### src/sv/fla_pkg.sv
// Shared types and constants of the free-list ID allocator.
package fla_pkg;

  localparam int FlaCapacity = 1024;
  localparam int PoolSizeW = 11;
  localparam int NumberW = 16;
  localparam int GrantW = 10;
  localparam int PaddrW = 3;
  localparam int PdataW = 32;
  localparam logic [PoolSizeW-1:0] PoolSizeReset = 11'd1024;
  localparam logic [PaddrW-3:0] RegPoolSize = 1'd0;

  typedef enum logic [1:0] {
    OpGet = 2'd0,
    OpCheck = 2'd1,
    OpRelease = 2'd2
  } op_e;

  typedef struct packed {
    logic accept;
    logic exec;
    logic clr_start;
    logic clr_step;
  } cmd_t;

  typedef struct packed {
    logic out_busy;
    logic clr_last;
  } sts_t;

endpackage

### src/sv/fla_ctrl.sv
// Controller state machine of the free-list ID allocator.
module fla_ctrl (
  input  logic          clk_i,
  input  logic          rst_ni,
  input  logic          in_valid_i,
  input  logic          cfg_wr_i,
  input  fla_pkg::sts_t sts_i,
  output fla_pkg::cmd_t cmd_o,
  output logic          in_stall_o
);

  localparam logic [1:0] StClr = 2'd0;
  localparam logic [1:0] StIdle = 2'd1;
  localparam logic [1:0] StExec = 2'd2;

  logic [1:0] state_q, state_d;

  always_comb begin
    state_d = state_q;
    cmd_o = '0;
    in_stall_o = 1'b1;
    unique case (state_q)
      StClr: begin
        cmd_o.clr_step = 1'b1;
        if (sts_i.clr_last) begin
          state_d = StIdle;
        end
      end
      StIdle: begin
        in_stall_o = cfg_wr_i;
        if (in_valid_i && !cfg_wr_i) begin
          cmd_o.accept = 1'b1;
          state_d = StExec;
        end
      end
      StExec: begin
        if (!sts_i.out_busy) begin
          cmd_o.exec = 1'b1;
          state_d = StIdle;
        end
      end
      default: begin
        state_d = StClr;
      end
    endcase
    if (cfg_wr_i) begin
      cmd_o.clr_start = 1'b1;
      cmd_o.clr_step = 1'b0;
      state_d = StClr;
    end
  end

  always_ff @(posedge clk_i or negedge rst_ni) begin
    if (!rst_ni) begin
      state_q <= StClr;
    end else begin
      state_q <= state_d;
    end
  end

`ifndef SYNTHESIS
  a_accept_only_idle: assert property (@(posedge clk_i) disable iff (!rst_ni)
    cmd_o.accept |=> state_q == StExec || state_q == StClr)
    else $error("accepted transfer did not enter execute");
  a_clr_stalls: assert property (@(posedge clk_i) disable iff (!rst_ni)
    state_q == StClr |-> in_stall_o && !cmd_o.accept)
    else $error("input taken during clearing sweep");
  a_exec_after_accept: assert property (@(posedge clk_i) disable iff (!rst_ni)
    cmd_o.exec |-> $past(cmd_o.accept) || $past(state_q) == StExec)
    else $error("execute without accepted item");
`endif

endmodule

### config.mk
export PLATFORM = sky130hd
export DESIGN_NAME = fla_ctrl
export DESIGN_NICKNAME = d
export VERILOG_FILES = /design/src/sv/fla_pkg.sv /design/src/sv/fla_ctrl.sv
export SDC_FILE = /design/constraint.sdc
export NUM_CORES = 1
export LEC_CHECK = 0
export ABC_CLOCK_PERIOD_IN_PS = 1800
export BUFFER_PORTS_ARGS = -buffer_cell sky130_fd_sc_hd__buf_2
export CAP_MARGIN = 20
export CORE_AREA = 2 2 39 41
export DETAILED_ROUTE_END_ITERATION = 16
export DIE_AREA = 0 0 41 43
export GPL_ROUTABILITY_DRIVEN = 1
export GPL_TIMING_DRIVEN = 0
export RECOVER_POWER = 100
export SETUP_SLACK_MARGIN = 0.2
export SLEW_MARGIN = 20
export SYNTH_ARGS = -nofsm -noshare
export SYNTH_HDL_FRONTEND = slang
export SYNTH_SLANG_ARGS = --single-unit
### constraint.sdc
create_clock -name clk_i -period 1.8 [get_ports clk_i]
set_clock_uncertainty 0.05 [all_clocks]
set_input_delay 0.09 -clock clk_i [delete_from_list [all_inputs] [get_ports clk_i]]
set_output_delay 0.09 -clock clk_i [all_outputs]
set_load 0.01 [all_outputs]
**Word-level counts from Yosys, hierarchy flattened**

Index checks and enable logic that the tools add are counted.

- Register bits after elaboration: 2
- Bits in latches: 0
- Memory bits (writable): 0
- Bits in read-only memories: 0
- Bits of input ports: 6
- Output and inout bits: 5
- Word-level logic and storage cells: 22
- Memories: 0

- $add $sub $neg: 0
- Multiply operators: 0
- Divide/modulo/power cells: 0
- $lt $le $gt $ge: 0
- Eq/ne operators: 5
- Shift-type cells: 0
- Multiplexer cells: 12
- Bitwise gates (word level): 0
- Reductions and logical operators: 4

Operators with widths:

| kind | number |
|---|---|
| $mux 2 | 5 |
| $ne 3x3->1 const B | 3 |
| $mux 1 | 6 |
| $pmux 2 s3 | 1 |
| $reduce_and 3->1 | 1 |
| $eq 2x1->1 const B | 1 |
| $eq 2x2->1 const B | 1 |
| $logic_not 2->1 | 1 |
| $logic_and 1x1->1 | 1 |
| $logic_not 1->1 | 1 |

**Depth between registers and ports, before layout**

- Depth after elaboration: 5
- Gate-level depth with buffers: 2
- Gate-level depth less buffers: 2

**Least setup slack after synthesis**

No wires, ideal clock.

- Path type: reg-to-reg
- From: register state_q[1]
- To: register state_q[0]
- Library setup time: 96 ps
- Data arrival time: 806 ps
- Required time: 1,654 ps
- Slack: 848 ps
- Cell stages (with the launch flop): 3
- Path buffers: 0
- Period minus slack after synthesis: 952 ps
- Cell sequence: dfrtp_1 -> o21a_1 -> a311oi_2

- Cells in the longest elaborated chain, start to end: 3
- Elaborated cells between the ends (all ways): 9
- Classes of those cells: eq/ne (5); mux (2); reduce/logical (2)

RTL lines:

| item | line | text |
|---|---|---|
| start: declaration | fla_ctrl.sv:16 | `logic [1:0] state_q, state_d;` |
| start signal: assignment | fla_ctrl.sv:55 | `state_q <= StClr;` |
| start signal: assignment | fla_ctrl.sv:57 | `state_q <= state_d;` |
| $eq 2x1->1, or another cell as far along | fla_ctrl.sv:22 | `unique case (state_q)` |
| $ne 3x3->1 (no source line) or $pmux 2 s3 (tied branches) | - |  |
| $reduce_and 3->1 (no source line) or $mux 2 (tied branches) | - |  |

Several ways; a longest one is shown, not always the timed one.
A chain may end at the register's enable or synchronous reset.

==> qor.yml <==
worst_setup_path:
  end_kind: "output port"
  reg2reg_depth: 2
  r2r-start: "state_q[1]$_DFFE_PN0P_"
  cp_cell_sequence: "nor2_1 > and3_1 > clkbuf_1"
  crit_fanout: 7
  reg2reg_slack_ns: 0.78
  critPathRequiredTime_ns: 1.66
  slowest_delay_ns: 0.42
  r2r-end: "state_q[0]$_DFFE_PN0P_"
  critPathKind: "reg2out"
  slowest_stage: "dfrtp_1"
  cp-start-kind: "flop"
  crit_arrival_ns: 1.10
floorplanning:
  die-area_mm2: 0.00176
  die_x_um: 41
  start_util_pct: 10.0
  rows: 14
  ios: 11
  core_area_mm2: 0.00138
  die_height_um: 43
route:
  route.met2.wl_um: 132
  drc: 0
  routed_via_density: 3.67
  vias: 169
  drtPass1Iterations: 1
  maxUsedRoutingLayer: "met4"
  wl_met1_um: 174
  drt_iter0_drc: 0
  detail_route.wl_per_cell_um: 8.00
  route.met3.wl_um: 45
  ant_nets: 0
  routed_wl_um: 368
clocking:
  clock-sinks: 2
  numCtsBuffers: 3
  root_buffer: "clkbuf_4"
  tritoncts: "done"
  clk_latency_ns: 0.22
  clkTransAtPathRegs_ns: 0.03
  post-cts-setup-buffers: 0
  htree_num_levels: 1
  cts_buffer_depth: 2
  cts_resized: 0
power:
  p_seq_share_pct: 29.4
  switching_share_pct: 25.1
  p_sw_uw: 46.2
  clkPwrFrac_pct: 54.0
  ir_drop_uv: 126
  leakage_nw: 0.101
  powerDensity_mw_per_mm2: 808
  combinationalPowerShare_pct: 16.5
  p_int_uw: 138
yosys:
  yosys_warnings: 0
  synth-edff-count: 0
  syn_area_um2: 139
  synth_ff_type: "dfrtp_1"
  synth_seq_cells: 2
  syn_nets: 22
  ys_types: 12
  synth_common_cells: "dfrtp_1, nand2b_1, nand3b_1, nor2_1"
  yosysSeqAreaShare_pct: 36.0
  synth_largest_area_cell: "dfrtp_1"
  synth.area.top_cells: "dfrtp_1, a311oi_2, nand3b_1"
  async_reset_ff_share_pct: 100
  syn_avg_cell_area_um2: 8.68
  synth_top_cell_area_share_pct: 36.0
  synthCells: 16
global_route:
  grt_pass1_vias: 157
  grt_start_max_net_pins: 9
  track_usage_pct: 5.91
  overflow: 0
  antenna_found_initial: 0
  grt_pass1_wl_um: 614
sta:
  finalHoldViolCount: 0
  tightestPinTransition_ns: 0.220
  finalWorstSetupSlack_ns: 0.555
  rsz0062_at_grt: "no"
  setup_tns_ns: 0
  fin_crit_ns: 1.24
  drv_slew: 0
  finalCritPeriodShare_pct: 69.1
  fmax_mhz: 804
  setup_viol: 0
  slew-limit-headroom_pct: 85.2
  hold_ws_ns: 0.0301
placed_design:
  gp_congestion: 0.508
  dp_hpwl_um: 283
  portBuffers: 10
  pre_cts_slack_ns: 0.798
run:
  cap_viol_max_count: 0
layout:
  regMostFlops: "state_q"
  drive_above_1_share_pct: 26.7
  nFillCells: 163
  area_growth_pct: 64.0
  largest_reg_flops: 2
  diodes: 0
  final_nets: 38
  reg_top3: "state_q: 2 flops"
min_path:
  hold_end: "state_q[1]$_DFFE_PN0P_"
  hp-class: "in2reg"
  hold_depth: 2
  hp-start: "cfg_wr_i"
run_status:
  status: "completed"
[critical path, delay by kind of cell, from the launching register on]
kind / cells / cell delay, ns
flip-flops: 1 / 0.42
buffers and inverters: 1 / 0.15
AND/OR/NAND/NOR: 2 / 0.31
[logic make-up (layout without fill, tap and decap cells)]
logic type / after synthesis / after routing / share of synthesized area (%)
compound gates: 3 / 3 / 19.8
simple gates: 9 / 9 / 36.0
flops: 2 / 2 / 36.0
buf+inv: 2 / 16 / 8.11
[per-stage QoR]
stage                     cells  cell area, µm²  util (%)  power [mW]
after floorplan              16             139         -      0.0716
after global placement       42             209      15.1      0.0868
after detailed placement     42             209      15.1      0.0879
after CTS                    46             241      17.5       0.195
after global routing         46             228      16.5       0.206
final                        46             228      16.5       0.184
[repair_timing]
action | 4_1_cts | 5_1_grt
hold buffers | 1 | 0
endpoints found under the setup margin | 0 | 0
endpoints found under the hold margin | 2 | 0
[power by group through the flow]
stage / Clock [mW] / Combinational [mW] / Sequential, mW
finish: 0.0994 / 0.0305 / 0.0542
global placement: 0 / 0.0321 / 0.0547
global route: 0.116 / 0.0344 / 0.0551
detailed placement: 0 / 0.0331 / 0.0548
floorplan: 0 / 0.0182 / 0.0534
CTS: 0.106 / 0.0347 / 0.0543
[area by class of cell]
cell class / count / area [µm²] / area share, %
well taps: 16 / 20.0 / 8.79
clock buffers: 3 / 22.5 / 9.89
flip-flops and latches: 2 / 50.0 / 22.0
plain buffers: 1 / 7.51 / 3.30
inverters: 1 / 3.75 / 1.65
repair buffers: 11 / 52.6 / 23.1
multi-input cells: 12 / 71.3 / 31.3
[cell usage in the layout (no fill, tap or decap)]
cell type and n:
nor3_1 1, nand3b_1 2, inv_1 1, dfrtp_1 2, buf_4 1, nand2b_1 2
a21oi_1 1, nor2_1 2, nand2_1 1, clkbuf_4 3, dlygate4sd3_1 1, buf_2 4
a311oi_1 1, clkbuf_1 6, and3_1 1, o21a_1 1
[metal layers]
| layer | vias up | GRT usage (%) |
|---|---|---|
| met5 | - | 0 |
| met4 | 0 | 8.00 |
| met3 | 2 | 3.14 |
| met2 | 12 | 6.25 |
| met1 | 71 | 6.71 |
| li1 | 84 | - |
[worst max-delay path by stage]
stage	end	startpoint
after global placement	state_q[0]$_DFFE_PN0P_	state_q[1]$_DFFE_PN0P_
after global routing	cmd_o[3]	state_q[1]$_DFFE_PN0P_
final	cmd_o[3]	state_q[1]$_DFFE_PN0P_
after CTS	cmd_o[3]	state_q[1]$_DFFE_PN0P_
after detailed placement	state_q[0]$_DFFE_PN0P_	state_q[1]$_DFFE_PN0P_
after floorplan	state_q[0]$_DFFE_PN0P_	state_q[1]$_DFFE_PN0P_
No activity file was read; power rests on OpenSTA's default activity.
